### config.mk
export PLATFORM = sky130hd
export DESIGN_NAME = obb_face_axis
export DESIGN_NICKNAME = d
export VERILOG_FILES = /design/src/rtl/obb_pkg.sv /design/src/rtl/obb_delay.sv /design/src/rtl/obb_isqrt.sv /design/src/rtl/obb_face_axis.sv
export SDC_FILE = /design/constraint.sdc
export NUM_CORES = 2
export LEC_CHECK = 0
export BUFFER_PORTS_ARGS = -buffer_cell sky130_fd_sc_hd__buf_2
export CORE_UTILIZATION = 60
export CTS_CLUSTER_SIZE = 14
export DETAILED_ROUTE_END_ITERATION = 7
export PLACE_DENSITY = 0.77
export SLEW_MARGIN = 20
export SYNTH_ARGS = -nofsm -noshare
export SYNTH_HDL_FRONTEND = slang
export SYNTH_SLANG_ARGS = --single-unit
### constraint.sdc
create_clock -name clk -period 33.7 [get_ports clk]
set_input_delay 5.055 -clock clk [delete_from_list [all_inputs] [get_ports clk]]
set_output_delay 5.055 -clock clk [all_outputs]
set_load 0.01 [all_outputs]
### src/rtl/obb_pkg.sv
// ---------------------------------------------------------------------------
// obb_pkg: shared constants for the oriented box overlap pipeline
// Field widths, default number formats and square root stage partitioning.
// ---------------------------------------------------------------------------
package obb_pkg;

    // every input field is three packed components in a 48-bit word
    localparam int FIELD_W = 48;
    // fields are zero extended to this width before components are picked
    localparam int EXT_W = 64;

    localparam int COORD_WIDTH_DEFAULT    = 16;
    localparam int AXIS_FRAC_BITS_DEFAULT = 14;

    // root bits resolved per square root pipeline stage
    localparam int SQRT_STEPS_PER_STAGE = 4;

endpackage

### src/rtl/obb_delay.sv
// ---------------------------------------------------------------------------
// obb_delay: enable-gated delay line
// Passes a word through DEPTH enable-gated registers; passes it straight on at depth 0.
// ---------------------------------------------------------------------------
module obb_delay #(
    parameter int WIDTH = 1,
    parameter int DEPTH = 1
) (
    input  logic             clk,
    input  logic             en,
    input  logic [WIDTH-1:0] din,
    output logic [WIDTH-1:0] dout
);

    generate
        if (DEPTH == 0)
        begin : g_pass
            assign dout = din;
        end
        else
        begin : g_line
            logic [WIDTH-1:0] line_reg [DEPTH];

            always_ff @(posedge clk)
            begin
                if (en)
                begin
                    line_reg[0] <= din;
                    for (int t = 1; t < DEPTH; t++)
                    begin
                        line_reg[t] <= line_reg[t-1];
                    end
                end
            end

            assign dout = line_reg[DEPTH-1];
        end
    endgenerate

endmodule

### src/rtl/obb_isqrt.sv
// ---------------------------------------------------------------------------
// obb_isqrt: pipelined floor square root
// Restoring digit recurrence, a fixed number of root bits per stage.
// ---------------------------------------------------------------------------
module obb_isqrt #(
    parameter int IN_W = 34
) (
    input  logic              clk,
    input  logic              en,
    input  logic [IN_W-1:0]   radicand,
    output logic [IN_W/2-1:0] root
);

    localparam int ROOT_W = IN_W / 2;
    localparam int STEPS  = obb_pkg::SQRT_STEPS_PER_STAGE;
    localparam int STAGES = (ROOT_W + STEPS - 1) / STEPS;

    logic [IN_W-1:0] rem_src  [STAGES];
    logic [IN_W-1:0] res_src  [STAGES];
    logic [IN_W-1:0] rem_next [STAGES];
    logic [IN_W-1:0] res_next [STAGES];
    logic [IN_W-1:0] rem_reg  [STAGES];
    logic [IN_W-1:0] res_reg  [STAGES];

    generate
        for (genvar s = 0; s < STAGES; s++)
        begin : g_stage
            if (s == 0)
            begin : g_first
                assign rem_src[s] = radicand;
                assign res_src[s] = '0;
            end
            else
            begin : g_next
                assign rem_src[s] = rem_reg[s-1];
                assign res_src[s] = res_reg[s-1];
            end

            always_comb
            begin
                logic [IN_W-1:0] rem_v;
                logic [IN_W-1:0] res_v;
                logic [IN_W-1:0] trial;
                rem_v = rem_src[s];
                res_v = res_src[s];
                trial = '0;
                for (int t = 0; t < STEPS; t++)
                begin
                    if (s * STEPS + t < ROOT_W)
                    begin
                        trial = res_v + (IN_W'(1) << (IN_W - 2 - 2 * (s * STEPS + t)));
                        if (rem_v >= trial)
                        begin
                            rem_v = rem_v - trial;
                            res_v = (res_v >> 1)
                                  + (IN_W'(1) << (IN_W - 2 - 2 * (s * STEPS + t)));
                        end
                        else
                        begin
                            res_v = res_v >> 1;
                        end
                    end
                end
                rem_next[s] = rem_v;
                res_next[s] = res_v;
            end

            always_ff @(posedge clk)
            begin
                if (en)
                begin
                    rem_reg[s] <= rem_next[s];
                    res_reg[s] <= res_next[s];
                end
            end
        end
    endgenerate

    assign root = res_reg[STAGES-1][ROOT_W-1:0];

endmodule

### src/rtl/obb_face_axis.sv
// ---------------------------------------------------------------------------
// obb_face_axis: separation check along one face axis
// Own radius from the axis length, other radius from projected edges.
// ---------------------------------------------------------------------------
module obb_face_axis #(
    parameter int W = 16,
    parameter int F = 14
) (
    input  logic                  clk,
    input  logic                  en,
    input  logic signed [2*W+1:0] dots [3],
    input  logic [W-1:0]          sizes [3],
    input  logic [W-1:0]          own_size,
    input  logic [2*W+1:0]        norm_sq,
    input  logic signed [2*W+2:0] center_proj,
    output logic                  sep
);

    localparam int DW        = 2 * W + 2;
    localparam int FPW       = (DW > F) ? DW - F : 1;
    localparam int PRW       = FPW + W;
    localparam int OW        = PRW + 2;
    localparam int LENW      = 2 * W + 3;
    localparam int ROOT_W    = W + 1;
    localparam int OWNW      = 2 * W + 1;
    localparam int STEPS     = obb_pkg::SQRT_STEPS_PER_STAGE;
    localparam int SQ_STAGES = (ROOT_W + STEPS - 1) / STEPS;
    localparam int CMPW      = ((OW > LENW) ? OW : LENW) + 1;

    logic [PRW-1:0]  prod_next [3];
    logic [PRW-1:0]  prod_reg  [3];
    logic [LENW-1:0] len_next;
    logic [LENW-1:0] len4_reg;
    logic [LENW-1:0] len5_reg;
    logic [OW-1:0]   other_next;
    logic [OW-1:0]   other_reg;
    logic [OW-1:0]   other_dly;
    logic [LENW-1:0] len_dly;
    logic [W-1:0]    own_size_dly;
    logic [ROOT_W-1:0] root;
    logic [OWNW-1:0] own_next;
    logic [OWNW-1:0] own_reg;
    logic [OW-1:0]   other6_reg;
    logic [LENW-1:0] len6_reg;
    logic            sep_next;
    logic            sep_reg;

    // project the other box's edges and take the center distance
    always_comb
    begin
        logic [DW-1:0]  mag;
        logic [FPW-1:0] proj;
        mag  = '0;
        proj = '0;
        for (int k = 0; k < 3; k++)
        begin
            mag          = dots[k][DW-1] ? DW'(-dots[k]) : DW'(dots[k]);
            proj         = FPW'(mag >> F);
            prod_next[k] = PRW'(proj) * PRW'(sizes[k]);
        end
        len_next = center_proj[LENW-1] ? LENW'(-center_proj) : LENW'(center_proj);
    end

    assign other_next = OW'(prod_reg[0]) + OW'(prod_reg[1]) + OW'(prod_reg[2]);

    always_ff @(posedge clk)
    begin
        if (en)
        begin
            prod_reg  <= prod_next;
            len4_reg  <= len_next;
            other_reg <= other_next;
            len5_reg  <= len4_reg;
        end
    end

    obb_isqrt #(.IN_W(2 * W + 2)) u_isqrt (
        .clk      (clk),
        .en       (en),
        .radicand (norm_sq),
        .root     (root)
    );

    obb_delay #(.WIDTH(OW), .DEPTH(SQ_STAGES - 2)) u_other_dly (
        .clk  (clk),
        .en   (en),
        .din  (other_reg),
        .dout (other_dly)
    );

    obb_delay #(.WIDTH(LENW), .DEPTH(SQ_STAGES - 2)) u_len_dly (
        .clk  (clk),
        .en   (en),
        .din  (len5_reg),
        .dout (len_dly)
    );

    obb_delay #(.WIDTH(W), .DEPTH(SQ_STAGES)) u_size_dly (
        .clk  (clk),
        .en   (en),
        .din  (own_size),
        .dout (own_size_dly)
    );

    assign own_next = OWNW'(root) * OWNW'(own_size_dly);
    assign sep_next = CMPW'(len6_reg) > (CMPW'(own_reg) + CMPW'(other6_reg));

    always_ff @(posedge clk)
    begin
        if (en)
        begin
            own_reg    <= own_next;
            other6_reg <= other_dly;
            len6_reg   <= len_dly;
            sep_reg    <= sep_next;
        end
    end

    assign sep = sep_reg;

endmodule

Yosys cells after proc, flatten, opt, wreduce, memory -nomap -nowiden

Memory sizes are Yosys's and may differ from the RTL's. A register that Yosys moved wholly into a read port is not among the register bits.
Index checks and enable logic that the tools add are counted.

Bits in registers: 250
Bits in latches: 0
Bits in writable memories: 639
ROM bits: 0
Input bits: 237
Output and inout bits: 1
Word-level logic and storage cells: 132
Memories kept: 5

Memory list:

| name                        | words | bits a word | read ports | clocked after memory_dff | write ports | line            | source |
|---|---|---|---|---|---|---|---|
| u_isqrt.rem_reg             | 5     | 34          | 4          | 0                        | 5           | obb_isqrt.sv:22 | `logic [IN_W-1:0] rem_reg [STAGES];` |
| u_isqrt.res_reg             | 5     | 34          | 5          | 0                        | 5           | obb_isqrt.sv:23 | `logic [IN_W-1:0] res_reg [STAGES];` |
| u_other_dly.g_line.line_reg | 3     | 38          | 3          | 1                        | 3           | obb_delay.sv:22 | `logic [WIDTH-1:0] line_reg [DEPTH];` |
| u_len_dly.g_line.line_reg   | 3     | 35          | 3          | 1                        | 3           | obb_delay.sv:22 |  |
| u_size_dly.g_line.line_reg  | 5     | 16          | 5          | 0                        | 5           | obb_delay.sv:22 |  |

Add/subtract/negate cells: 56
Multiply operators: 4
Divide/modulo/power cells: 0
$lt $le $gt $ge: 18
Equal/unequal tests: 0
Shift operators: 0
Muxes and demuxes: 40
Bitwise operators: 0
Reduce and logical (&&, ||, !) cells: 0

Operators by type and width:

| kind                                            | number |
|---|---|
| two-way mux 34 bit                              | 37 |
| greater-or-equal comparator 34 bit              | 16 |
| subtractor 34 bit                               | 16 |
| multiplier 20 x 16 -> 36 bit                    | 3 |
| negation 34 bit                                 | 3 |
| adder 33 x 38 -> 39 bit                         | 1 |
| greater-than comparator 35 x 39 -> 1 bit        | 1 |
| adder 37 x 36 -> 38 bit                         | 1 |
| adder 36 x 36 -> 37 bit                         | 1 |
| negation 35 bit                                 | 1 |
| adder 33 x 1 -> 34 bit (second input constant)  | 1 |
| adder 33 x 11 -> 34 bit (second input constant) | 1 |
| adder 33 x 13 -> 34 bit (second input constant) | 1 |
| adder 33 x 15 -> 34 bit (second input constant) | 1 |
| adder 33 x 17 -> 34 bit (second input constant) | 1 |
| adder 33 x 19 -> 34 bit (second input constant) | 1 |
| adder 33 x 21 -> 34 bit (second input constant) | 1 |
| adder 33 x 23 -> 34 bit (second input constant) | 1 |
| adder 33 x 25 -> 34 bit (second input constant) | 1 |
| adder 33 x 27 -> 34 bit (second input constant) | 1 |
| adder 33 x 29 -> 34 bit (second input constant) | 1 |
| adder 33 x 3 -> 34 bit (second input constant)  | 1 |
| adder 33 x 31 -> 34 bit (second input constant) | 1 |
| adder 33 x 5 -> 34 bit (second input constant)  | 1 |
| 23 further kinds                                | 24 |

Longest topological paths before layout

An unclocked memory read counts as a cell.

Depth in word-level cells: 13
Gate-level depth with buffers: 56
Gate-level depth less buffers: 47

Modules after synthesis

From an unflattened synthesis, not the netlist that was laid out.

Cells, all modules: 8275
Area, all modules: 84428.5 um^2

By module, submodules not included:

| module                  | times used | cells each | area each (um^2) |
|---|---|---|---|
| obb_face_axis           | 1          | 5723       | 55766.0 |
| obb_isqrt               | 1          | 2164       | 19015.7 |
| obb_delay (u_other_dly) | 1          | 152        | 3708.6 |
| obb_delay (u_len_dly)   | 1          | 140        | 3415.8 |
| obb_delay (u_size_dly)  | 1          | 96         | 2522.4 |

Worst setup path after synthesis

OpenSTA, ideal clock, no wires.

Path type: input to register
From: input dots[72] (netlist bit)
To: register prod_reg[106] (netlist bit), data pin
Arrival: 14.339 ns
Required time: 33.442 ns
Path slack: 19.103 ns
Stages on the path: 32
Buffers on the path: 1
Cells stage by stage: nor4_1 nand4_1 or2_2 or3_1 nor4_1 nand2b_1 or4_1 or4_1 or4_1 or3_1 nor3b_1 clkbuf_1 nand2_1 fa_1 inv_1 fa_1 inv_1 fa_1 inv_1 fa_1 fa_1 fa_1 ha_1 or3_1 o31ai_1 o21ai_0 o41ai_1 o21ai_0 or4_1 a31o_2 a21oi_1 xnor2_1

RTL lines:

| element                | line                | source |
|---|---|---|
| start: declaration     | obb_face_axis.sv:11 | `input logic signed [2*W+1:0] dots [3],` |
| end signal: assignment | obb_face_axis.sv:70 | `prod_reg <= prod_next;` |
| end: declaration       | obb_face_axis.sv:31 | `logic [PRW-1:0] prod_reg [3];` |

==> impl_results.md <==
- Status: finished clean
- IO Count: 238
- Worst Path Max Fanout: 16
- Setup slack at placement: about 18 ns
- Overall global routing resource usage: approximately 29%
- Hold Vio Cnt, Final: 0
- Final setup viols: 0
- Yosys top cell area share: 29.7%
- Hold/Removal Path Class: reg -> reg
- Die X: 372 µm
- Largest net degree at the start of global routing: 219
- Mux cell area share after synthesis: 0.524%
- Slew headroom: 24.6%
- CP dominant cell by count: fa_1
- Cells after Synth: between 7,000 and 8,000
- Via count: 58,000
- Crit. End Element: flop
- CP max stage cell: fa_1
- Final setup TNS: 0 ns
- Setup Fix Bufs, Post-CTS: 0
- Share of layout cells above drive strength 1: 6.83%
- Post-synthesis sequential area ratio: between 20 and 30%
- Synth Area in Adders: 35.1%
- GPL Wtd Cong: 0.946
- Setup CP Type: in -> reg
- EDFF count, synth: 815
- Async S/R FF share, synth: 0%
- Max-slew violations: 0
- First-iteration detailed-routing DRC count: 3,926
- Core ar.: 136,000 µm²
- Max Cap Viol: 0
- Cts repair resizes: 0
- Die area: 139,000 µm²
- Post-DP HPWL: 150,000 µm
- Critical Path Start Type: input port
- CTS Hold Bufs: 0
- Layout area overhead: 7.19%
- Worst-path clk slew: 0.06 ns
- Post-Syn Nets: 9,939
- Synth Area in Compound Gates: 8.25%
- Finished Core Util: about 65%
- Min Hold Slack: 0.375 ns
- Largest family of logic cells by synthesized area: adder cells
- CTS tree: built
- Most common cell in the netlist: inv_1
- Worst Tran Pin Value: 1.13 ns
- Row Count: 135
- Synth Flop Type: edfxtp_1
- Vias per Instance: 5.82
- Vias in the first global route: just over 60,000
- DRT Wirelength: around 190,000 µm
- Delay of the slowest critical-path stage: between 0.5 and 0.6 ns
- Req. time, crit path: around 34 ns
- Clk root buf: clkbuf_16
- Simple-Gate Fraction of Synth Area: 14.5%
- Min cycle time layout: between 10 and 15 ns
- Clock Tree Buf Depth: 3
- CTS H-tree depth: 3
- Skew final: 0.0685 ns
- XOR/XNOR Fraction of Synth Area: 5.11%
- Arrival time worst endpoint: 15.12 ns
- Mean Syn Cell Area: 10.3 µm²
- YS warnings: 0
- Drt first pass iters: 6
- Initial antenna violation count: 9
- Port Buf Inserts: 237
- Global-route wire length before repair: 311,000 µm
- Crit share post-route: 43.5%
- Fmax: 68.2 MHz
- Nets: 10,100
- Clock sink total: 815
- Max reg flops: 136
- Gr ovfl total: 0
- #FFs+latches synth: 815
- # DRC: 0
- DR WL/cell: around 19 µm
- Synth Cell Area: roughly 82,000 µm²
- Starting Density: 60.6%
- Leading area contributor after synthesis: edfxtp_1
- Unique cell type count in the Yosys netlist: between 100 and 150
- Antenna-violating nets left: 0
- CTS Buf Count: 85
- Clock Latency Late Sink: 0.74 ns
- Top post-synthesis cells by area: edfxtp_1, fa_1, ha_1
- Post-route setup slack: 19.03 ns
- Synth top cells by count: inv_1, nand2_1, fa_1
- Die Y: between 300 and 400 µm
- RSZ-0062 raised after global routing: false
==> per-stage QoR <==
stage,cells,cell area [µm²]
2_1_floorplan,7993,82300
3_3_place_gp,9813,85400
3_5_place_dp,9813,85400
4_1_cts,9970,88200
5_1_grt,9970,88200
6_report,9973,88200
==> path summary, 6_finish.rpt <==
path,start,endpoint,slack (ns),depth (start not counted)
max,dots[68],prod_reg[106]$_DFFE_PP_,19.03,34
min,u_other_dly.g_line.line_reg[0][8]$_DFFE_PP_,u_other_dly.g_line.line_reg[1][8]$_DFFE_PP_,0.37,0
min reg2reg,u_other_dly.g_line.line_reg[0][8]$_DFFE_PP_,u_other_dly.g_line.line_reg[1][8]$_DFFE_PP_,0.37,0
max reg2reg,u_isqrt.res_reg[0][88]$_DFFE_PP_,u_isqrt.rem_reg[0][125]$_DFFE_PP_,21.15,45
==> cell type report <==
class	count	area, µm²
tap	1781	2230
timing repair buffer	300	1690
clock buffer	98	2180
fill	10600	47600
sequential	815	24500
clock inverter	59	637
multi-input combinational	5689	52400
inverter	1228	4610
antenna	3	7.51
==> kinds of logic (layout without fill, tap and decap cells) <==
logic type | after synthesis | count (layout)
compound gates | 1030 | 1030
xor+xnor | 477 | 477
fa+ha+maj | 1709 | 1709
buf+inv | 1489 | 1685
flops | 815 | 815
mux | 40 | 40
other cells | 0 | 3
simple gates | 2433 | 2433
==> cell usage in the layout, fill, tap and decap left out, types with 39 or more instances in the layout <==
cell type and instances:
nor4_1 45, nor2_1 283, and3_1 39, a21oi_1 304
nor3_1 109, or3_1 55, nor2b_1 82, fa_1 996
buf_4 61, buf_2 236, and2_1 415, o21ai_0 192
o21bai_1 62, nand2b_1 70, a21o_1 103, a31oi_1 39
nand4_1 53, inv_1 1221, nand2_1 1046, ha_1 713
o31ai_1 52, xnor2_1 347, clkbuf_16 85, nand3_1 100
edfxtp_1 815, xor2_1 101, o21a_1 48
==> critical path, delay by kind of cell <==
kind / cells / cell delay (ns)
XOR/XNOR: 2 / 0.15
AND/OR/NAND/NOR: 14 / 4.14
buffers and inverters: 4 / 0.39
AO/OA/AOI/OAI: 7 / 2.05
adder cells (fa/ha/maj): 7 / 3.33
==> per-layer routing <==
metal	wire (µm)	part of all wire, %	track usage [%]
met3	11700	6.1	3.93
met1	75800	39	35.9
met4	9290	4.8	13.2
met5	43	0.022	0
met2	95800	50	49.0
Power is left out: the tool's default activity adds up to more than one toggle a clock period on the data nets, which glitch-free logic cannot reach.
